`src/rtl/thdr_pkg.sv`:
```
// Shared constants, types and helper functions for the tile-hash dirty-region block.
// Used by every module under rtl/; depends on nothing else.
`default_nettype none

package thdr_pkg;

  // Tile geometry and frame limits
  localparam int CELL_SIZE     = 8;
  localparam int CELL_LG       = $clog2(CELL_SIZE);
  localparam int MAX_WIDTH     = 512;
  localparam int MAX_HEIGHT    = 512;
  localparam int TILE_COLS_MAX = (MAX_WIDTH + CELL_SIZE - 1) / CELL_SIZE;
  localparam int TILE_ROWS_MAX = (MAX_HEIGHT + CELL_SIZE - 1) / CELL_SIZE;
  localparam int TILES         = TILE_COLS_MAX * TILE_ROWS_MAX;

  // Widths
  localparam int DIM_W       = 10;                          // frame_width / frame_height
  localparam int COL_W       = $clog2(MAX_WIDTH);           // pixel column
  localparam int ROW_W       = $clog2(MAX_HEIGHT);          // pixel row
  localparam int TC_W        = $clog2(TILE_COLS_MAX);       // tile column
  localparam int TR_W        = $clog2(TILE_ROWS_MAX);       // tile row
  localparam int BOX_C_W     = $clog2(TILE_COLS_MAX + 1);   // box column, holds empty marker
  localparam int BOX_R_W     = $clog2(TILE_ROWS_MAX + 1);   // box row, holds empty marker
  localparam int IDX_W       = $clog2(TILES);               // tile store address
  localparam int HASH_W      = 32;
  localparam int PIX_W       = 16;
  localparam int RECT_POS_W  = 9;
  localparam int RECT_DIM_W  = 10;

  // Stream payload widths
  localparam int IN_FIELDS_W  = PIX_W + 1;
  localparam int IN_DATA_W    = ((IN_FIELDS_W + 7) / 8) * 8;
  localparam int OUT_FIELDS_W = 1 + 2 * RECT_POS_W + 2 * RECT_DIM_W;
  localparam int OUT_DATA_W   = ((OUT_FIELDS_W + 7) / 8) * 8;

  // FNV-1a
  localparam logic [HASH_W-1:0] FNV_BASIS = 32'h811C_9DC5;
  localparam logic [HASH_W-1:0] FNV_PRIME = 32'h0100_0193;

  // Configuration register indexes
  localparam int CFG_ADDR_W = 2;
  localparam logic [CFG_ADDR_W-1:0] CFG_FRAME_WIDTH  = 2'd0;
  localparam logic [CFG_ADDR_W-1:0] CFG_FRAME_HEIGHT = 2'd1;
  localparam logic [DIM_W-1:0] WIDTH_RESET  = 10'd320;
  localparam logic [DIM_W-1:0] HEIGHT_RESET = 10'd240;

  // Input item kinds
  localparam logic MODE_PIXEL  = 1'b0;
  localparam logic MODE_REPORT = 1'b1;

  // Per-pixel control carried down the pipeline
  typedef struct packed {
    logic [TC_W-1:0]  tc;
    logic [TR_W-1:0]  tr;
    logic [IDX_W-1:0] idx;
    logic             tile_start;
    logic             tile_end;
    logic             frame_end;
    logic             presented;
  } pix_ctl_t;

  // One tile-store write, kept for forwarding
  typedef struct packed {
    logic              wen;
    logic [IDX_W-1:0]  idx;
    logic [HASH_W-1:0] hash;
  } tile_wr_t;

  // Frame result
  typedef struct packed {
    logic [RECT_DIM_W-1:0] rect_height;
    logic [RECT_DIM_W-1:0] rect_width;
    logic [RECT_POS_W-1:0] rect_y;
    logic [RECT_POS_W-1:0] rect_x;
    logic                  changed;
  } result_t;

  // One FNV-1a step: xor the pixel in, multiply by the prime (constant, shift-add)
  function automatic logic [HASH_W-1:0] fnv_step(input logic [HASH_W-1:0] h,
                                                 input logic [PIX_W-1:0]  p);
    logic [HASH_W-1:0] x;
    x = h ^ HASH_W'(p);
    return x * FNV_PRIME;
  endfunction

  // Zero becomes one, anything above the maximum saturates
  function automatic logic [DIM_W-1:0] clamp_dim(input logic [DIM_W-1:0] v, input int maxv);
    logic [DIM_W-1:0] r;
    r = v;
    if (v == '0) r = DIM_W'(1);
    else if (int'(v) > maxv) r = DIM_W'(maxv);
    return r;
  endfunction

endpackage

`default_nettype wire

```
`src/rtl/thdr_col_hash.sv`:
```
// Running FNV-1a hash per tile column: column memory, hash step and forwarding.
// Depends on thdr_pkg.
`default_nettype none

module thdr_col_hash import thdr_pkg::*; (
  input  logic              clk,
  input  logic              rst,
  input  logic              adv,
  input  logic [TC_W-1:0]   rd_tc,
  input  logic              s1_valid,
  input  pix_ctl_t          s1_ctl,
  input  logic [PIX_W-1:0]  s1_pixel,
  output logic [HASH_W-1:0] s1_hash
);

  logic [HASH_W-1:0] col_mem [TILE_COLS_MAX];
  logic [HASH_W-1:0] rdata;
  logic [HASH_W-1:0] run_hash;
  logic [HASH_W-1:0] base;
  logic [TC_W-1:0]   last_tc;

  // read the column in S0, write back in S1
  always_ff @(posedge clk) begin
    if (adv) begin
      rdata <= col_mem[rd_tc];
      if (s1_valid) col_mem[s1_ctl.tc] <= s1_hash;
    end
  end

  // the most recent hash always belongs to last_tc; memory may not have it yet
  always_ff @(posedge clk) begin
    if (adv && s1_valid) run_hash <= s1_hash;
  end

  always_ff @(posedge clk) begin
    if (rst) begin
      last_tc <= '0;
    end else if (adv && s1_valid) begin
      last_tc <= s1_ctl.tc;
    end
  end

  always_comb begin
    if (s1_ctl.tile_start) base = FNV_BASIS;
    else if (last_tc == s1_ctl.tc) base = run_hash;
    else base = rdata;
  end

  assign s1_hash = fnv_step(base, s1_pixel);

endmodule

`default_nettype wire

```
`config.mk`:
```
export PLATFORM = sky130hd
export DESIGN_NAME = thdr_col_hash
export DESIGN_NICKNAME = d
export VERILOG_FILES = /design/src/rtl/thdr_pkg.sv /design/src/rtl/thdr_col_hash.sv
export SDC_FILE = /design/constraint.sdc
export NUM_CORES = 2
export LEC_CHECK = 0
export BUFFER_PORTS_ARGS = -buffer_cell sky130_fd_sc_hd__buf_4
export CAP_MARGIN = 20
export CELL_PAD_IN_SITES_DETAIL_PLACEMENT = 0
export CELL_PAD_IN_SITES_GLOBAL_PLACEMENT = 1
export CORE_MARGIN = 5
export CORE_UTILIZATION = 59
export CTS_BUF_LIST = sky130_fd_sc_hd__clkbuf_8
export CTS_CLUSTER_SIZE = 16
export DETAILED_ROUTE_END_ITERATION = 10
export PLACE_DENSITY_LB_ADDON = 0.1
export SYNTH_ARGS = -nofsm -noshare
export SYNTH_HDL_FRONTEND = slang
export SYNTH_SLANG_ARGS = --single-unit
```
`constraint.sdc`:
```
create_clock -name clk -period 17.7 [get_ports clk]
set_clock_uncertainty 0.05 [all_clocks]
set_input_delay 3.54 -clock clk [delete_from_list [all_inputs] [get_ports clk]]
set_output_delay 3.54 -clock clk [all_outputs]
set_load 0.01 [all_outputs]
```
Word level (Yosys, flattened, before mapping)
Memory sizes are Yosys's and may differ from the RTL's. A register that Yosys moved wholly into a read port is not among the register bits.
Index checks and enable logic that the tools add are counted.
{ "classes": {"reduce_logical": 1, "eq_ne": 1, "bitwise_logic": 1, "multipliers": 1, "muxes": 5} }
{ "op_table": {"columns": ["cell", "count"], "rows": [
  ["two-way mux 32 bit", 2],
  ["multiplier 32 x 25 -> 32 bit (second input constant)", 1],
  ["bitwise XOR 32 x 16 -> 32 bit", 1],
  ["== test 6 bit", 1],
  ["two-way mux 1 bit", 3],
  ["logical AND 1 bit", 1]
]} }
{ "totals": {"elab_cells": 12, "input_bits": 54, "memories": 1, "mem_bits_rw": 2048, "reg_bits": 38} }
{ "memory_table": {"columns": ["memory", "words", "width", "read_ports", "rd_ports_with_merged_regs", "wr", "line", "rtl"], "rows": [
  ["col_mem", 64, 32, 1, 1, 1, "thdr_col_hash.sv:16", "logic [HASH_W-1:0] col_mem [TILE_COLS_MAX];"]
]} }

Longest topological paths before layout
{ "depth": {"depth_word": 5, "depth_mapped": 29, "mapped_depth_nobuf": 27} }

Worst setup path before layout
No wires, ideal clock.
{ "synth_path": {"path_type": "input-to-output", "from": "input s1_ctl[26] (netlist name)", "to": "output s1_hash[31]", "t_required_ns": 14.110, "path_stages": 27, "n_path_buf": 3, "arrival_ns": 13.513, "setup_slack_ns": 0.597, "path_cell_list": "buf_2 -> xnor2_1 -> nand4_1 -> nor2_1 -> buf_2 -> buf_2 -> nand2_1 -> nand3_1 -> xor2_1 -> ha_1 -> ha_1 -> ha_1 -> ha_1 -> fa_1 -> ha_1 -> inv_1 -> fa_1 -> inv_1 -> ha_1 -> o21ai_0 -> a22oi_1 -> o21ai_0 -> o41a_1 -> o21ba_2 -> a21oi_1 -> a31oi_1 -> xnor2_1"} }
{ "synth_between": {"elab_chain_cells": 5} }
{ "synth_lines": {"columns": ["element", "line", "rtl"], "rows": [
  ["start: declaration", "thdr_col_hash.sv:11", "input pix_ctl_t s1_ctl,"],
  ["== test 6 bit", "thdr_col_hash.sv:45", "else if (last_tc == s1_ctl.tc) base = run_hash;"],
  ["two-way mux 32 bit", "thdr_col_hash.sv:45", null],
  ["two-way mux 32 bit", "thdr_col_hash.sv:44", "if (s1_ctl.tile_start) base = FNV_BASIS;"],
  ["bitwise XOR 32 x 16 -> 32 bit", "thdr_pkg.sv:82", "x = h ^ HASH_W'(p);"],
  ["multiplier 32 x 25 -> 32 bit", "thdr_pkg.sv:83", "return x * FNV_PRIME;"],
  ["end: declaration", "thdr_col_hash.sv:13", "output logic [HASH_W-1:0] s1_hash"]
]} }
No other way between the ends.

Worst setup path in the final report
{ "layout_path": {"from": "input s1_ctl[22] (netlist name)", "to": "output s1_hash[31]"} }
The elaborated chain is that of the path after synthesis.

==> results_dict.tcl <==
set metrics [dict create \
    critical-path-top-cell-by-count "sky130_fd_sc_hd__ha_1" \
    cts_setup_buffers 0 \
    postRouteAntennaNets 0 \
    min-delay-path-class "reg -> reg" \
    synthMostInstantiatedCell "sky130_fd_sc_hd__edfxtp_1" \
    tritoncts "yes" \
    route.vias.total 41593 \
    cts_hold_buf 0 \
    grt_first_pass_wirelength_um 305000 \
    globalRoute.totalOverflow 0 \
    yosys.area.top_type_share_pct 73.64 \
    dp_hpwl_um 116400 \
    layout.area.seq_um2 63540 \
    io_buffer_count 64 \
    period_needed_ns 15.87 \
    timing.critical_path.to_type "output pin" \
    die_area_um2 153700 \
    crit-reg2reg-capture "col_mem[40][30]$_DFFE_PP_" \
    netlist_instances 3811 \
    ff2ff_path_depth 26 \
    largest_family_of_logic_cells_by_synthesized_area "multiplexers" \
    floorplan.rows 140 \
    synth_xor_xnor_area_share_pct 0.8251 \
    maximum_number_of_pins_on_one_net_before_global_route_repair 155 \
    synth_common_cells "sky130_fd_sc_hd__edfxtp_1 (2,112), sky130_fd_sc_hd__mux4_2 (667), sky130_fd_sc_hd__ha_1 (176), sky130_fd_sc_hd__inv_1 (160), sky130_fd_sc_hd__nand2_1 (105)" \
    clock_sinks 2118 \
    syn_nets 4115 \
    arrival_ns 12.28 \
    wirelength_um 212900 \
    synth_enable_flop_cells 2112 \
    final_worst_path_period_share_pct 89.66 \
    initial_core_util_pct 59.24 \
    clock_insertion_delay_worst_skew_ns 1.06 \
    clock-root-buffer "sky130_fd_sc_hd__clkbuf_8" \
    drv_slew 0 \
    share_of_layout_cells_above_drive_strength_1_pct 30.78 \
    place.gp.congestion 0.8463 \
    post_synth_and_or_nand_nor_area_fraction_pct 1.283 \
    post_cts_clock_slew_at_the_launch_and_capture_registers_of_the_worst_setup_and_hold_paths_ns 0.06 \
    detailedRoute.firstPassIterationCount 5 \
    number_of_maximum_capacitance_constraint_violations 0 \
    number_of_fillers_in_the_final_layout 9263 \
    critical_path.slowest_cell "sky130_fd_sc_hd__xnor2_2" \
    min_from "last_tc[3]$_SDFFE_PP0P_" \
    htree_num_levels 5 \
    top_achievable_clock_speed_mhz 63.01 \
    synth_area_leaders "sky130_fd_sc_hd__edfxtp_1 (74%), sky130_fd_sc_hd__mux4_2 (17%), sky130_fd_sc_hd__ha_1 (2.6%)" \
    ioPinCount 86 \
    cp-start-kind "input port" \
    synth_flop_cell "sky130_fd_sc_hd__edfxtp_1" \
    max_slew_margin_pct 18.39 \
    first_iter_violations 4737 \
    syn2layout_area_growth_pct 11.44 \
    resized_after_cts 0 \
    synth_seq_cells 2118 \
    hold_path_stages 2 \
    synth.yosys.seq_area_share_pct 73.78 \
    synth.avg_cell_area_um2 22.60 \
    synth_compound_area_share_pct 0.6712 \
    rsz0062_at_grt "no" \
    clock_path_buffers 4 \
    timing.final.setup_violations 0 \
    die_h_um 392.1 \
    cts_buffers 341 \
    run_status "finished clean" \
    critPathKind "in -> out" \
    floorplan.die.width_um 392.1 \
    hold_end "last_tc[3]$_SDFFE_PP0P_" \
    antenna_found_initial 21 \
    synthesis.yosys.warnings 0 \
    timing.rr.start "last_tc[0]$_SDFFE_PP0P_" \
    critical_path_peak_fanout 20 \
    yosysUniqueCellTypes 43 \
    floorplan.core_area_um2 145400 \
    synth_largest_area_cell "sky130_fd_sc_hd__edfxtp_1" \
    synth_fa_ha_area_share_pct 4.277 \
    post_drt_via_cell_ratio 6.572 \
    synth_area_um2 86130 \
    residual_drc_count 0 \
    first_global_vias 42631 \
    muxShareOfSynthArea_pct 17.56 \
    tightest_slew_ns 1.218 \
    cp_slowest_stage_delay_ns 0.95 \
    critPathRequiredTime_ns 14.11 \
    nNetsFinal 4473 \
    synth_async_sr_flop_share_pct 0 \
    regToRegSetupSlack_ns 8.13 \
    grt_use_total_pct 28.46 \
    timing.final.hold_violations 0 \
    detail_route.wl_per_cell_um 33.64 \
    finalSetupTns_ns 0 \
    multi_input_comb_area_um2 22000 \
]
sequential cells by signal, indices dropped and copies added, names as in the netlist:
register,cells
rdata,32
last_tc,6
col_mem,2048
run_hash,32
cell usage in the layout, fill, tap and decap left out, types with 9 or more instances in the layout:
cell and instances:
sky130_fd_sc_hd__o21ai_0 23, sky130_fd_sc_hd__clkinv_2 32, sky130_fd_sc_hd__mux4_2 667, sky130_fd_sc_hd__bufinv_16 9, sky130_fd_sc_hd__inv_1 265, sky130_fd_sc_hd__xnor2_2 18, sky130_fd_sc_hd__nor2_1 23, sky130_fd_sc_hd__nor2_4 62
sky130_fd_sc_hd__a21oi_1 47, sky130_fd_sc_hd__nand2_1 105, sky130_fd_sc_hd__clkbuf_8 345, sky130_fd_sc_hd__buf_4 178, sky130_fd_sc_hd__ha_1 173, sky130_fd_sc_hd__xor2_1 24, sky130_fd_sc_hd__xnor2_1 26, sky130_fd_sc_hd__edfxtp_1 2112
sky130_fd_sc_hd__fa_1 73, sky130_fd_sc_hd__diode_2 13, sky130_fd_sc_hd__a21o_1 10, sky130_fd_sc_hd__clkinv_1 72, sky130_fd_sc_hd__nand3_1 25
metal layers:
layer  track usage, %  wire [um]
met4            7.236       5031
met1            43.06      84910
met3            6.603      22470
met5                0         41
met2            43.16     100500
through the flow:
step | worst slack, ns | utilization (%) | area, um^2 | instances | hold slack, ns
floorplan | 0.5972 | - | 86130 | 3811 | 0.3928
global placement | 2.077 | 61.91 | 90020 | 5743 | 0.4062
detailed placement | 2.001 | 61.91 | 90020 | 5743 | 0.4186
CTS | 1.948 | 65.99 | 95940 | 6316 | 0.4274
global route | 1.323 | 66.00 | 95950 | 6319 | 0.4494
finish | 1.830 | 66.01 | 95980 | 6329 | 0.4263
layout make-up:
cell class | count | area share [%]
multi-input combinational | 1362 | 22.93
antenna | 13 | 0.03389
clock inverter | 228 | 1.228
clock buffer | 345 | 4.947
tap | 1917 | 2.499
sequential | 2118 | 66.20
timing repair buffer | 186 | 1.534
inverter | 160 | 0.6257
cells by family after synthesis:
group,after synthesis
AOI/OAI and AO/OA,100
buffers and inverters,331
xor gates and xnor gates,78
muxes,677
DFF,2118
adders and majority gates,250
and+or+nand+nor,257
critical path: cells and delay by family:
family	cells	cell delay, ns
compound gates	7	1.98
xor+xnor	3	1.48
fa+ha+maj	8	3.13
buf+inv	5	0.77
simple gates	4	1.32
how the worst max path moves through the flow:
stage | start | to | slack (ns) | cells past startpoint
global route | s1_ctl[23] | s1_hash[31] | 1.32 | 27
detailed placement | s1_ctl[23] | s1_hash[29] | 2.00 | 27
global placement | s1_ctl[23] | s1_hash[31] | 2.08 | 26
finish | s1_ctl[22] | s1_hash[31] | 1.83 | 27
floorplan | s1_ctl[26] | s1_hash[31] | 0.60 | 27
CTS | s1_ctl[23] | s1_hash[31] | 1.95 | 27
Power is not shown: default switching activity piles up to over one toggle a cycle in this logic, so the estimate is an artifact.
