`src/rtl/thdr_pkg.sv`:
```
// Shared constants, types and helper functions for the tile-hash dirty-region block.
// Used by every module under rtl/; depends on nothing else.
`default_nettype none

package thdr_pkg;

  // Tile geometry and frame limits
  localparam int CELL_SIZE     = 8;
  localparam int CELL_LG       = $clog2(CELL_SIZE);
  localparam int MAX_WIDTH     = 512;
  localparam int MAX_HEIGHT    = 512;
  localparam int TILE_COLS_MAX = (MAX_WIDTH + CELL_SIZE - 1) / CELL_SIZE;
  localparam int TILE_ROWS_MAX = (MAX_HEIGHT + CELL_SIZE - 1) / CELL_SIZE;
  localparam int TILES         = TILE_COLS_MAX * TILE_ROWS_MAX;

  // Widths
  localparam int DIM_W       = 10;                          // frame_width / frame_height
  localparam int COL_W       = $clog2(MAX_WIDTH);           // pixel column
  localparam int ROW_W       = $clog2(MAX_HEIGHT);          // pixel row
  localparam int TC_W        = $clog2(TILE_COLS_MAX);       // tile column
  localparam int TR_W        = $clog2(TILE_ROWS_MAX);       // tile row
  localparam int BOX_C_W     = $clog2(TILE_COLS_MAX + 1);   // box column, holds empty marker
  localparam int BOX_R_W     = $clog2(TILE_ROWS_MAX + 1);   // box row, holds empty marker
  localparam int IDX_W       = $clog2(TILES);               // tile store address
  localparam int HASH_W      = 32;
  localparam int PIX_W       = 16;
  localparam int RECT_POS_W  = 9;
  localparam int RECT_DIM_W  = 10;

  // Stream payload widths
  localparam int IN_FIELDS_W  = PIX_W + 1;
  localparam int IN_DATA_W    = ((IN_FIELDS_W + 7) / 8) * 8;
  localparam int OUT_FIELDS_W = 1 + 2 * RECT_POS_W + 2 * RECT_DIM_W;
  localparam int OUT_DATA_W   = ((OUT_FIELDS_W + 7) / 8) * 8;

  // FNV-1a
  localparam logic [HASH_W-1:0] FNV_BASIS = 32'h811C_9DC5;
  localparam logic [HASH_W-1:0] FNV_PRIME = 32'h0100_0193;

  // Configuration register indexes
  localparam int CFG_ADDR_W = 2;
  localparam logic [CFG_ADDR_W-1:0] CFG_FRAME_WIDTH  = 2'd0;
  localparam logic [CFG_ADDR_W-1:0] CFG_FRAME_HEIGHT = 2'd1;
  localparam logic [DIM_W-1:0] WIDTH_RESET  = 10'd320;
  localparam logic [DIM_W-1:0] HEIGHT_RESET = 10'd240;

  // Input item kinds
  localparam logic MODE_PIXEL  = 1'b0;
  localparam logic MODE_REPORT = 1'b1;

  // Per-pixel control carried down the pipeline
  typedef struct packed {
    logic [TC_W-1:0]  tc;
    logic [TR_W-1:0]  tr;
    logic [IDX_W-1:0] idx;
    logic             tile_start;
    logic             tile_end;
    logic             frame_end;
    logic             presented;
  } pix_ctl_t;

  // One tile-store write, kept for forwarding
  typedef struct packed {
    logic              wen;
    logic [IDX_W-1:0]  idx;
    logic [HASH_W-1:0] hash;
  } tile_wr_t;

  // Frame result
  typedef struct packed {
    logic [RECT_DIM_W-1:0] rect_height;
    logic [RECT_DIM_W-1:0] rect_width;
    logic [RECT_POS_W-1:0] rect_y;
    logic [RECT_POS_W-1:0] rect_x;
    logic                  changed;
  } result_t;

  // One FNV-1a step: xor the pixel in, multiply by the prime (constant, shift-add)
  function automatic logic [HASH_W-1:0] fnv_step(input logic [HASH_W-1:0] h,
                                                 input logic [PIX_W-1:0]  p);
    logic [HASH_W-1:0] x;
    x = h ^ HASH_W'(p);
    return x * FNV_PRIME;
  endfunction

  // Zero becomes one, anything above the maximum saturates
  function automatic logic [DIM_W-1:0] clamp_dim(input logic [DIM_W-1:0] v, input int maxv);
    logic [DIM_W-1:0] r;
    r = v;
    if (v == '0) r = DIM_W'(1);
    else if (int'(v) > maxv) r = DIM_W'(maxv);
    return r;
  endfunction

endpackage

`default_nettype wire

```
`src/rtl/thdr_box.sv`:
```
// Changed-tile bounding box and the frame result register.
// Depends on thdr_pkg.
`default_nettype none

module thdr_box import thdr_pkg::*; (
  input  logic             clk,
  input  logic             rst,
  input  logic             adv,
  input  logic             clear,
  input  logic [DIM_W-1:0] fw,
  input  logic [DIM_W-1:0] fh,
  input  logic             s3_valid,
  input  logic             s3_changed,
  input  pix_ctl_t         s3_ctl,
  input  logic             res_ready,
  output logic             res_valid,
  output result_t          res,
  output logic             stall
);

  logic [BOX_C_W-1:0]      min_c, min_c_next;
  logic [BOX_R_W-1:0]      min_r, min_r_next;
  logic [TC_W-1:0]         max_c, max_c_next;
  logic [TR_W-1:0]         max_r, max_r_next;
  logic                    any, any_next;
  logic                    upd;
  logic [BOX_C_W-1:0]      span_c;
  logic [BOX_R_W-1:0]      span_r;
  logic [RECT_POS_W-1:0]   rx, ry;
  logic [RECT_DIM_W-1:0]   rw_full, rh_full;
  logic [RECT_DIM_W:0]     sum_x, sum_y;
  result_t                 res_d;

  assign upd = s3_valid && s3_changed;

  always_comb begin
    min_c_next = (upd && BOX_C_W'(s3_ctl.tc) < min_c) ? BOX_C_W'(s3_ctl.tc) : min_c;
    min_r_next = (upd && BOX_R_W'(s3_ctl.tr) < min_r) ? BOX_R_W'(s3_ctl.tr) : min_r;
    max_c_next = (upd && s3_ctl.tc > max_c) ? s3_ctl.tc : max_c;
    max_r_next = (upd && s3_ctl.tr > max_r) ? s3_ctl.tr : max_r;
    any_next   = any || upd;
  end

  // tile box to pixel rectangle, clipped to the frame
  always_comb begin
    span_c  = BOX_C_W'(max_c_next) - min_c_next + BOX_C_W'(1);
    span_r  = BOX_R_W'(max_r_next) - min_r_next + BOX_R_W'(1);
    rx      = RECT_POS_W'(min_c_next) << CELL_LG;
    ry      = RECT_POS_W'(min_r_next) << CELL_LG;
    rw_full = RECT_DIM_W'(span_c) << CELL_LG;
    rh_full = RECT_DIM_W'(span_r) << CELL_LG;
    sum_x   = (RECT_DIM_W+1)'(rx) + (RECT_DIM_W+1)'(rw_full);
    sum_y   = (RECT_DIM_W+1)'(ry) + (RECT_DIM_W+1)'(rh_full);
    res_d   = '0;
    if (any_next) begin
      res_d.changed     = 1'b1;
      res_d.rect_x      = rx;
      res_d.rect_y      = ry;
      res_d.rect_width  = (sum_x > (RECT_DIM_W+1)'(fw)) ? fw - RECT_DIM_W'(rx) : rw_full;
      res_d.rect_height = (sum_y > (RECT_DIM_W+1)'(fh)) ? fh - RECT_DIM_W'(ry) : rh_full;
    end
  end

  // hold the pipeline only when a frame result would overwrite one still waiting
  assign stall = s3_valid && s3_ctl.frame_end && res_valid && !res_ready;

  always_ff @(posedge clk) begin
    if (rst) begin
      min_c     <= BOX_C_W'(TILE_COLS_MAX);
      min_r     <= BOX_R_W'(TILE_ROWS_MAX);
      max_c     <= '0;
      max_r     <= '0;
      any       <= 1'b0;
      res_valid <= 1'b0;
    end else begin
      if (res_valid && res_ready) res_valid <= 1'b0;
      if (clear) begin
        min_c <= BOX_C_W'(TILE_COLS_MAX);
        min_r <= BOX_R_W'(TILE_ROWS_MAX);
        max_c <= '0;
        max_r <= '0;
        any   <= 1'b0;
      end else if (adv && s3_valid) begin
        if (s3_ctl.frame_end) begin
          res_valid <= 1'b1;
          min_c     <= BOX_C_W'(TILE_COLS_MAX);
          min_r     <= BOX_R_W'(TILE_ROWS_MAX);
          max_c     <= '0;
          max_r     <= '0;
          any       <= 1'b0;
        end else begin
          min_c <= min_c_next;
          min_r <= min_r_next;
          max_c <= max_c_next;
          max_r <= max_r_next;
          any   <= any_next;
        end
      end
    end
  end

  always_ff @(posedge clk) begin
    if (adv && s3_valid && s3_ctl.frame_end) res <= res_d;
  end

  a_result_loaded: assert property (@(posedge clk) disable iff (rst)
    (adv && s3_valid && s3_ctl.frame_end) |=> res_valid)
    else $error("frame end did not load a result");

  a_box_restarts: assert property (@(posedge clk) disable iff (rst)
    (adv && s3_valid && s3_ctl.frame_end) |=> !any)
    else $error("box not emptied after frame end");

  a_rect_in_frame: assert property (@(posedge clk) disable iff (rst)
    res_valid |-> ((RECT_DIM_W+1)'(res.rect_x) + (RECT_DIM_W+1)'(res.rect_width)
                   <= (RECT_DIM_W+1)'(fw)))
    else $error("result rectangle exceeds frame width");

endmodule

`default_nettype wire

```
`config.mk`:
```
export PLATFORM = sky130hd
export DESIGN_NAME = thdr_box
export DESIGN_NICKNAME = d
export VERILOG_FILES = /design/src/rtl/thdr_pkg.sv /design/src/rtl/thdr_box.sv
export SDC_FILE = /design/constraint.sdc
export NUM_CORES = 1
export LEC_CHECK = 0
export BUFFER_PORTS_ARGS = -buffer_cell sky130_fd_sc_hd__buf_2
export CAP_MARGIN = 20
export CORE_ASPECT_RATIO = 0.5
export CORE_MARGIN = 2
export CORE_UTILIZATION = 62
export CTS_CLUSTER_DIAMETER = 40
export DETAILED_ROUTE_END_ITERATION = 16
export HOLD_SLACK_MARGIN = 0.12
export PLACE_DENSITY = 0.88
export REMOVE_ABC_BUFFERS = 1
export SETUP_SLACK_MARGIN = 0.4
export SLEW_MARGIN = 20
export SYNTH_ARGS = -nofsm -noshare
export SYNTH_HDL_FRONTEND = slang
export SYNTH_SLANG_ARGS = --single-unit
```
`constraint.sdc`:
```
create_clock -name clk -period 13.4 [get_ports clk]
set_input_delay 0.67 -clock clk [delete_from_list [all_inputs] [get_ports clk]]
set_output_delay 0.67 -clock clk [all_outputs]
set_load 0.01 [all_outputs]
```
Word level (Yosys, flattened, before mapping). Cells that the tools add are included.

Bits in registers: 67.

Add/sub/neg operators: 8. Order comparisons: 6. Muxes and demuxes: 16. Reductions and logical operators: 16.

Operator list (number): two-way mux 7 bit (4); two-way mux 6 bit (4); adder 9 x 10 -> 11 bit (2); > comparator 11 x 10 -> 1 bit (2); two-way mux 10 bit (2); subtractor 10 x 9 -> 10 bit (2); adder 7 x 1 -> 7 bit (second input constant) (2); < comparator 6 x 7 -> 1 bit (2); subtractor 6 x 7 -> 7 bit (2); > comparator 6 bit (2); logical AND 1 bit (11); two-way mux 1 bit (6); AND reduction 2 bit (2); OR reduction 2 bit (1); zero test 1 bit (1); logical OR 1 bit (1).

Depth between registers and ports, before layout. Gate-level depths: netlist of the first run.

Depth after elaboration: 8. Mapped depth: 27. Gate-level depth less buffers: 26.

Worst setup path after synthesis of the first run. Ideal clock, no wire load.

Path type: input-to-reg. Start point: input port s3_ctl[20] in the netlist's numbering. End point: register res[33] in the netlist's numbering, data pin. Setup time: 0.261 ns. Data arrival time: 5.615 ns. Data required time: 13.139 ns. Setup slack: 7.524 ns. Stages on the path: 24. Path through: ha_1 a21o_1 a21oi_1 o221ai_2 mux2i_1 inv_1 ha_1 inv_1 ha_1 inv_1 fa_1 inv_1 ha_1 a21o_1 a21oi_1 o21bai_1 a21oi_1 xnor2_1 ha_1 nand4b_1 or4_1 o2111ai_2 inv_1 a311o_1.

Cells in the longest elaborated chain, start to end: 8. Elaborated cells between the ends (all ways): 12. Classes of those cells: add/sub: 4; order compare: 3; mux: 3; reduce/logical: 2.

RTL lines: from (decl) (RTL line thdr_box.sv:14) `input pix_ctl_t s3_ctl,`; < comparator 6 x 7 -> 1 bit (*) (RTL line thdr_box.sv:38) `min_r_next = (upd && BOX_R_W'(s3_ctl.tr) < min_r) ? BOX_R_W'(s3_ctl.tr) : min_r;`; logical AND 1 bit (*) (RTL line thdr_box.sv:38); two-way mux 7 bit (*) (RTL line thdr_box.sv:38); net min_r_next[1] (RTL line thdr_box.sv:22) `logic [BOX_R_W-1:0] min_r, min_r_next;`; subtractor 6 x 7 -> 7 bit (RTL line thdr_box.sv:47) `span_r = BOX_R_W'(max_r_next) - min_r_next + BOX_R_W'(1);`; adder 7 x 1 -> 7 bit (RTL line thdr_box.sv:47); adder 9 x 10 -> 11 bit (RTL line thdr_box.sv:53) `sum_y = (RECT_DIM_W+1)'(ry) + (RECT_DIM_W+1)'(rh_full);`; > comparator 11 x 10 -> 1 bit (RTL line thdr_box.sv:60) `res_d.rect_height = (sum_y > (RECT_DIM_W+1)'(fh)) ? fh - RECT_DIM_W'(ry) : rh_full;`; two-way mux 10 bit (*) (RTL line thdr_box.sv:60); to (signal assigned) (RTL line thdr_box.sv:103) `if (adv && s3_valid && s3_ctl.frame_end) res <= res_d;`; to (decl) (RTL line thdr_box.sv:17) `output result_t res,`.

Mark *: on every way through the listed nets, which the timed path passes. The rest lies on a longest branch. A chain may end at the register's enable or synchronous reset.

Final worst setup path of the first run.
Start point: input port s3_ctl[20] in the netlist's numbering. End point: register res[31] in the netlist's numbering, data pin.

Cells in the longest elaborated chain, start to end: 8. Elaborated cells between the ends (all ways): 11. Classes of those cells: add/sub: 3; order compare: 3; mux: 2; reduce/logical: 3.

RTL lines (RTL line): < comparator 6 x 7 -> 1 bit (*) (thdr_box.sv:38); logical AND 1 bit (*) (thdr_box.sv:38); two-way mux 7 bit (*) (thdr_box.sv:38); net min_r_next[1] (thdr_box.sv:22); subtractor 6 x 7 -> 7 bit (thdr_box.sv:47); adder 7 x 1 -> 7 bit (thdr_box.sv:47); adder 9 x 10 -> 11 bit (*) (thdr_box.sv:53); > comparator 11 x 10 -> 1 bit (*) (thdr_box.sv:60); AND reduction 2 bit (no line) (*).

Marks and branches as above.

==> results of run 1 <==
==> per-stage QoR <==
step / area (µm²) / hold slack (ps) / instances
CTS: 5980 / 466 / 759
global placement: 5670 / 453 / 743
global route: 5980 / 488 / 759
floorplan: 5130 / 441 / 553
finish: 5980 / 462 / 759
detailed placement: 5670 / 460 / 743
==> cells in the final DEF, fill, tap and decap left out, types with 6 or more instances in the layout <==
| cell | synthesis | routed |
|---|---|---|
| xor2_1 | 7 | 7 |
| ha_1 | 82 | 82 |
| o21ai_0 | 25 | 25 |
| a21o_1 | 25 | 25 |
| buf_2 | 2 | 74 |
| nor2_1 | 37 | 37 |
| fa_1 | 6 | 6 |
| and3_1 | 15 | 15 |
| o2bb2ai_1 | 12 | 12 |
| a21oi_1 | 24 | 24 |
| a32o_1 | 13 | 13 |
| mux2i_1 | 16 | 16 |
| conb_1 | 1 | 6 |
| a211oi_1 | 11 | 11 |
| xnor2_1 | 18 | 18 |
| edfxtp_1 | 33 | 33 |
| dfxtp_1 | 28 | 28 |
| inv_1 | 74 | 74 |
| nand2_1 | 37 | 37 |
| nand3_1 | 9 | 9 |
| clkbuf_16 | 0 | 9 |
==> cell type report <==
type	instances	share of cell area, %
inverters	74	4.65
clock inverters	6	1.30
multi-input cells	418	55.2
repair buffers	78	6.70
flip-flops and latches	61	26.0
well taps	112	2.34
clock buffers	10	3.83
==> sequential cells by signal, summed over array words and instances, names as in the netlist <==
name / cells
res_valid: 1
max_r: 6
any: 1
min_r: 7
max_c: 6
res: 33
min_c: 7
==> power breakdown <==
group	internal [mW]	leakage [nW]	switching (mW)
clock	0.161	0.151	0.0817
combinational	0.0901	2.14	0.133
sequential	0.206	0.507	0.00166
==> final timing paths <==
| path | from | end | slack, ps | cells after the start |
|---|---|---|---|---|
| worst min-delay path | min_r[5] | min_r[5] | 460 | 2 |
| worst max-delay path | s3_ctl[20] | res[31] | 6800 | 25 |
| worst min register to register | min_r[5] | min_r[5] | 460 | 2 |
| worst max register to register | min_r[4] | res[31] | 6890 | 25 |
==> worst max-delay path: stages <==
cell and delay (ps):
buf_2 140, ha_1 320, a21o_1 110, a21oi_1 80, o221ai_2 430, mux2i_1 550
inv_1 200, ha_1 340, inv_1 70, ha_1 200, inv_1 80, fa_1 470
inv_1 60, ha_1 330, a21o_1 190, a21oi_1 210, o21bai_1 90, a21oi_1 230
xnor2_1 110, ha_1 350, nand4b_1 90, or4_1 480, o2111ai_2 230, o21ai_1 350
and3_1 290
==> layer usage <==
| layer | vias up | wire, µm |
|---|---|---|
| met5 | - | 0 |
| met4 | 0 | 262 |
| met3 | 33 | 688 |
| met2 | 167 | 6030 |
| met1 | 2122 | 5280 |
| li1 | 2193 | - |
==> cells by family after synthesis <==
logic type,after synthesis,synth area share (%)
AO/OA/AOI/OAI,148,20.7
flip-flops,61,29.8
AND/OR/NAND/NOR,132,12.3
multiplexers,19,3.73
adder cells (fa/ha/maj),88,22.0
XOR/XNOR,25,4.21
other,1,0.0721
buffers and inverters,91,7.05
==> impl_metrics.csv, run 1 <==
group,metric,value,unit
clock_tree,cts_tree,"done",
floorplan,die_h,68.8,µm
clock_tree,post_cts_buffers,0,
floorplan,placementRows,23,
sta,skew,4.91,ps
routing,drt_wl_total,12300,µm
floorplan,core_area,8060,µm²
global_route,grt_usage,27.7,%
placed_design,portBuffers,74,
clock_tree,insertion_delay,340,ps
power,worst_ir_drop_vdd,0.0702,mV
synth,yosys-top-cells-area,"ha_1 (20%), edfxtp_1 (19%), dfxtp_1 (11%), inv_1 (5.3%), a21o_1 (3.6%)",
synth,synth_edf_count,33,
routing,via_count,4515,
sta,post-route-min-period,6600,ps
synth,syn_avg_cell_area,9.20,µm²
worst_setup_path,path_class,"in2reg",
clock_tree,clkSinkCount,61,
synth,ys_top_cells_by_count,"ha_1 (82), inv_1 (74), nand2_1 (37), nor2_1 (37), edfxtp_1 (33)",
clock_tree,cts_root_buffer,"clkbuf_16",
sta,slew_headroom,36.8,%
synth,yosysTopAreaCell,"ha_1",
sta,finalHoldViolCount,0,
global_route,overflow,0,
synth,yosysTopAreaCellShare,19.7,%
sta,fin_setup_tns,0,ps
routing,drc,0,
synth,synthFlopType,"edfxtp_1",
power,p_total,0.673,mW
worst_setup_path,cp_max_fo,10,
global_route,top_usage_layer,"met2",
worst_setup_path,start_kind,"primary input",
sta,setup_viol,0,
synth,yosysMostFrequentCell,"ha_1",
synth,synthesis.area,5200,µm²
flow_run,max_cap_viol_count,0,
global_route,grt_start_max_net_pins,36,
hold_path,hp-class,"reg2reg",
global_route,grt_use_met2,52.5,%
final_layout,regArea,1550,µm²
sta,setup_slack,6800,ps
final_layout,fillCellCount,589,
clock_tree,hold_buffers,0,
final_layout,multi_input_area,3300,µm²
synth,async_flop_share,0,%
sta,grt_setup_unrepaired,"no",
worst_setup_path,cp-end-kind,"register",
sta,report.final.slew_viol_count,0,
final_layout,diodes,0,
sta,finalCritPeriodShare,49.3,%
final_layout,final_util,74.2,%
sta,fmax,151,MHz
power,p_leak,2.80,nW
routing,drt_iter0_markers,376,
synth,ys_seq_area_share,29.8,%
floorplan,die_w,134,µm
synth,ys.warnings.count,0,
global_route,first_global_vias,4276,
floorplan,dieArea,9180,µm²
final_layout,drive_gt1_share,16.1,%
floorplan,io_pins,96,
clock_tree,ctsLongestPathBuffers,2,
placed_design,gp_congestion,0.890,
global_route,antenna_found_initial,0,
routing,routed_via_density,5.95,
synth,ys_types,59,
synth,synthCells,565,
routing,dr.pass1.iters,5,
global_route,grt_util_met3,6.36,%
floorplan,initial_utilization,64.5,%
power,power.density,113,nW/µm²
clock_tree,htreeDepth,3,
routing,ant_nets,0,
placed_design,dp_hpwl,9200,µm
final_layout,area_growth,14.9,%
clock_tree,path_clk_slew,50,ps
worst_setup_path,crit_required,13480,ps
sta,tightest_slew,945,ps
routing,wl_per_cell,16.2,µm
synth,ys_ff_latch,61,
global_route,grt_pass1_wl,19800,µm
global_route,grtUsageMet1,32.1,%
outcome,status,"completed",
final_layout,nets,785,
placed_design,pre_cts_ws,6600,ps
clock_tree,cts-resized-gates,0,
clock_tree,numCtsBuffers,9,
worst_setup_path,cp.arrival,6690,ps
(Power assumes the default switching activity.)
==> inputs of run 2 (changes only) <==
- CORE_UTILIZATION: 62 -> 57
- PLACE_DENSITY: 0.88 -> 0.81
- clock period: 13.4 -> 6.6 ns (I/O delays scaled with it)
==> impl_metrics.csv, run 2 (same netlist as run 1, synthesis figures left out) <==
group,metric,value,unit
outcome,status,"completed",
routing,via_count,4523,
floorplan,die_w,139,µm
final_layout,largest_reg_flops,33,
sta,finalCritPeriodShare,89.2,%
worst_setup_path,cp_max_fo,10,
placed_design,portBuffers,74,
worst_setup_path,start_kind,"register",
power,p_leak,2.84,nW
hold_path,hp-class,"in2reg",
sta,report.final.slew_viol_count,0,
sta,slew_headroom,37.9,%
worst_setup_path,path_class,"reg2reg",
global_route,first_global_vias,4554,
sta,grt_setup_unrepaired,"no",
global_route,antenna_found_initial,0,
floorplan,die_h,71.5,µm
power,p_sw,0.447,mW
routing,drt_wl_total,12400,µm
clock_tree,hold_buffers,0,
routing,routed_via_density,5.84,
global_route,grt_pass1_wl,20800,µm
final_layout,top_regs,"res (33), min_c (7), min_r (7)",
placed_design,dp_hpwl,9570,µm
clock_tree,path_clk_slew,60,ps
sta,whs,179,ps
final_layout,stdcell_count,774,
sta,fin_setup_tns,0,ps
sta,finalHoldViolCount,0,
final_layout,area_growth,16.8,%
routing,drc,0,
clock_tree,htreeDepth,3,
final_layout,fillCellCount,709,
floorplan,initial_utilization,59.3,%
placed_design,gp_congestion,0.970,
sta,fmax,170,MHz
worst_setup_path,rrSetupSlack,710,ps
power,pwr-share-clk,33.7,%
clock_tree,ctsLongestPathBuffers,2,
worst_setup_path,r2r_cells,26,
sta,skew,6.06,ps
power,internal_power,0.903,mW
final_layout,diodes,0,
worst_setup_path,cp-startpoint,"max_r[3]",
routing,dr.pass1.iters,5,
sta,setup_viol,0,
clock_tree,insertion_delay,330,ps
floorplan,dieArea,9950,µm²
worst_setup_path,crit_end,"res[32]",
worst_setup_path,rr_endpoint,"res[32]",
global_route,grt_usage,26.0,%
sta,post-route-min-period,5890,ps
routing,ant_nets,0,
global_route,grt_start_max_net_pins,37,
sta,tightest_slew,927,ps
power,switching_share,33.1,%
routing,drt_iter0_markers,249,
final_layout,final_util,69.3,%
final_layout,regMostFlops,"res",
worst_setup_path,rr_startpoint,"max_r[3]",
worst_setup_path,cp.arrival,6010,ps
global_route,overflow,0,
worst_setup_path,cp-end-kind,"register",
flow_run,max_cap_viol_count,0,
final_layout,final_common_cell,"ha_1",
floorplan,core_area,8770,µm²
floorplan,placementRows,24,
power,power_frac_comb,35.2,%
routing,wl_per_cell,16.1,µm
clock_tree,clkSinkCount,61,
worst_setup_path,crit_required,6720,ps
final_layout,drive_gt1_share,18.6,%
clock_tree,numCtsBuffers,9,
final_layout,nets,795,
power,sequentialPowerShare,31.2,%
clock_tree,cts_tree,"done",
power,power.density,222,nW/µm²
floorplan,io_pins,96,
placed_design,dpl.cell_count,757,
power,worst_ir_drop_vdd,0.161,mV
final_layout,final_cell_mix,"ha_1 (82), buf_2 (74), inv_1 (73), nand2_1 (37), nor2_1 (37)",
clock_tree,cts_root_buffer,"clkbuf_16",
[run 2: worst max-delay path: stages, from the launching register on]
cell,delay [ps]
dfxtp_1,330
inv_1,60
ha_1,280
a21o_1,180
a21o_1,170
a221oi_1,320
a311oi_2,90
buf_4,190
mux2i_1,180
ha_1,250
inv_1,60
ha_1,190
inv_1,60
fa_1,470
inv_1,70
ha_1,340
a21o_1,210
a21oi_2,170
o21bai_1,80
a21oi_1,190
xnor2_1,100
ha_1,330
nand4b_1,100
or4_1,530
o2111ai_4,170
o21ai_2,180
a211oi_1,360
[run 2: final cells by class]
type | instances | area [µm²] | area share [%]
Clock buffer | 10 | 229 | 3.77
Multi-Input combinational cell | 418 | 3340 | 55.0
Inverter | 74 | 278 | 4.57
Timing Repair Buffer | 88 | 475 | 7.83
Sequential cell | 61 | 1550 | 25.5
Tap cell | 117 | 146 | 2.41
Clock inverter | 6 | 53.8 | 0.886
[run 2: through the flow]
| step | instance area, µm² | power [mW] | worst slack (ps) |
|---|---|---|---|
| detailed placement | 5740 | 0.873 | 457 |
| floorplan | 5130 | 0.753 | 837 |
| global placement | 5740 | 0.853 | 612 |
| global route | 6070 | 1.43 | 387 |
| finish | 6070 | 1.35 | 714 |
| CTS | 6030 | 1.33 | 530 |
[run 2: per-layer routing]
metal	up-vias	track usage [%]	share of wire [%]
li1	2221	-	-
met1	2145	31.5	44
met2	129	47.4	49
met3	28	4.34	4.1
met4	0	10.2	2.8
met5	-	0	0
[run 2: worst min path at each step]
stage,startpoint,endpoint,slack (ps),cells after the start
floorplan,rst,res_valid,400,1
finish,rst,res_valid,180,2
global route,rst,res_valid,180,2
detailed placement,min_r[1],min_r[1],460,2
global placement,min_r[5],min_r[5],450,2
CTS,rst,res_valid,170,2
[run 2: timing repair]
| action | CTS | global route |
|---|---|---|
| buffers inserted | 0 | 1 |
| gates resized for setup | 0 | 8 |
| endpoints found under the setup margin | 0 | 16 |
[run 2: power groups by stage]
stage | Sequential [mW] | Combinational [mW] | Clock (mW)
3_5_place_dp | 0.429 | 0.445 | 0
4_1_cts | 0.421 | 0.449 | 0.459
5_1_grt | 0.422 | 0.529 | 0.475
6_report | 0.421 | 0.475 | 0.455
2_1_floorplan | 0.434 | 0.319 | 0
3_3_place_gp | 0.428 | 0.425 | 0
==> inputs of run 3 (changes only) <==
- REMOVE_ABC_BUFFERS: 1 -> not set
==> impl_metrics.csv, run 3 (same netlist as run 1, synthesis figures left out) <==
group,metric,value,unit
outcome,status,"completed",
sta,report.final.slew_viol_count,0,
clock_tree,cts_tree,"done",
clock_tree,htreeDepth,3,
placed_design,gp_congestion,0.919,
clock_tree,path_clk_slew,50,ps
worst_setup_path,path_class,"reg2reg",
worst_setup_path,cp_top_family,"adder cells",
final_layout,diodes,0,
sta,setup_slack,725,ps
sta,tightest_slew,983,ps
floorplan,die_h,71.5,µm
global_route,overflow,0,
sta,setup_viol,0,
routing,ant_nets,0,
worst_setup_path,cp_num_buf_inv,5,
final_layout,regArea,1550,µm²
worst_setup_path,cpPeakStageDelay,480,ps
sta,finalHoldViolCount,0,
floorplan,initial_utilization,59.3,%
floorplan,io_pins,96,
routing,via_count,4478,
clock_tree,cts_root_buffer,"clkbuf_16",
sta,slew_headroom,34.2,%
final_layout,final_common_cell,"ha_1",
flow_run,max_cap_viol_count,0,
worst_setup_path,cp.arrival,6050,ps
clock_tree,ctsLongestPathBuffers,2,
routing,drt_wl_total,12200,µm
hold_path,hp-class,"in2reg",
power,worst_ir_drop_vdd,0.155,mV
routing,wl_per_cell,15.8,µm
sta,fmax,170,MHz
sta,grt_setup_unrepaired,"no",
worst_setup_path,cp-end-kind,"register",
placed_design,portBuffers,74,
clock_tree,numCtsBuffers,9,
sta,fin_setup_tns,0,ps
placed_design,dp_hpwl,9250,µm
floorplan,core_area,8770,µm²
routing,routed_via_density,5.82,
final_layout,drive_gt1_share,18.1,%
final_layout,fillCellCount,676,
power,p_total,1.33,mW
final_layout,final_util,69.1,%
sta,post-route-min-period,5880,ps
worst_setup_path,cpMaxStageDelayCell,"fa_1",
sta,skew,8.15,ps
worst_setup_path,cp_max_fo,8,
power,power.density,219,nW/µm²
final_layout,top_regs,"res (33), min_c (7), min_r (7)",
floorplan,die_w,139,µm
worst_setup_path,start_kind,"register",
routing,dr.pass1.iters,5,
global_route,first_global_vias,4113,
global_route,grt_start_max_net_pins,37,
global_route,grt_usage,24.3,%
clock_tree,insertion_delay,330,ps
routing,drc,0,
final_layout,multi_input_area,3360,µm²
floorplan,dieArea,9950,µm²
floorplan,placementRows,24,
sta,finalCritPeriodShare,89.0,%
clock_tree,clkSinkCount,61,
routing,drt_iter0_markers,295,
final_layout,area_growth,16.6,%
placed_design,pre_cts_ws,476,ps
final_layout,final_cell_mix,"ha_1 (82), inv_1 (74), buf_2 (74), nand2_1 (37), nor2_1 (37)",
final_layout,nets,791,
power,p_leak,2.82,nW
worst_setup_path,crit_required,6770,ps
global_route,antenna_found_initial,0,
final_layout,largest_reg_flops,33,
global_route,grt_pass1_wl,19100,µm
final_layout,regMostFlops,"res",
[run 3: final cells by class]
cell class / instances / area share [%]
clock inverter: 4 / 0.351
sequential: 61 / 25.6
inverter: 74 / 4.58
tap: 117 / 2.42
multi-input combinational: 418 / 55.5
timing repair buffer: 84 / 7.35
clock buffer: 12 / 4.25
[run 3: worst paths after layout]
path,to,from,slack [ps],depth (start not counted)
worst max-delay path,res[22],min_c[4],720,26
worst min-delay path,res_valid,rst,200,2
worst max register to register,res[22],min_c[4],720,26
worst min register to register,min_r[5],min_r[5],460,2
[run 3: per-layer routing]
| metal | GRT usage, % | part of all wire, % | up-vias |
|---|---|---|---|
| met5 | 0 | 0 | - |
| li1 | - | - | 2219 |
| met1 | 31.2 | 44 | 2079 |
| met4 | 7.52 | 1.7 | 0 |
| met2 | 41.5 | 47 | 156 |
| met3 | 5.88 | 6.6 | 24 |
[run 3: through the flow]
| stage | hold slack, ps | cell area (µm²) | cells |
|---|---|---|---|
| CTS | 186 | 5990 | 769 |
| detailed placement | 458 | 5710 | 753 |
| global placement | 452 | 5710 | 753 |
| global route | 195 | 6060 | 770 |
| finish | 199 | 6060 | 770 |
| floorplan | 402 | 5220 | 570 |
[run 3: worst register-to-register path, cell delays in order, from the launching register on]
cell	delay [ps]
dfxtp_1	350
inv_1	70
ha_1	290
a21o_1	160
a21oi_1	140
nor2_1	90
a211oi_4	280
mux2i_2	380
inv_1	170
ha_1	330
inv_1	70
ha_1	200
inv_1	70
fa_1	480
inv_1	70
ha_1	330
a21o_1	200
a21oi_1	230
o21bai_1	100
a21oi_1	190
xnor2_1	100
ha_1	310
nand2_1	50
o21ai_0	280
a32o_2	300
mux2_2	360
nor2_1	130
[run 3: power breakdown]
part / total (mW) / internal, mW / switching, mW / leakage, nW
combinational: 0.464 / 0.195 / 0.269 / 2.17
clock: 0.440 / 0.275 / 0.165 / 0.142
sequential: 0.421 / 0.418 / 0.00335 / 0.507
total: 1.33 / 0.888 / 0.438 / 2.82
[run 3: what timing repair did]
action                                  CTS  global route
buffers inserted                          0             1
endpoints found under the setup margin    0            16
hold buffers                              0             0
gates resized for setup                   0            10
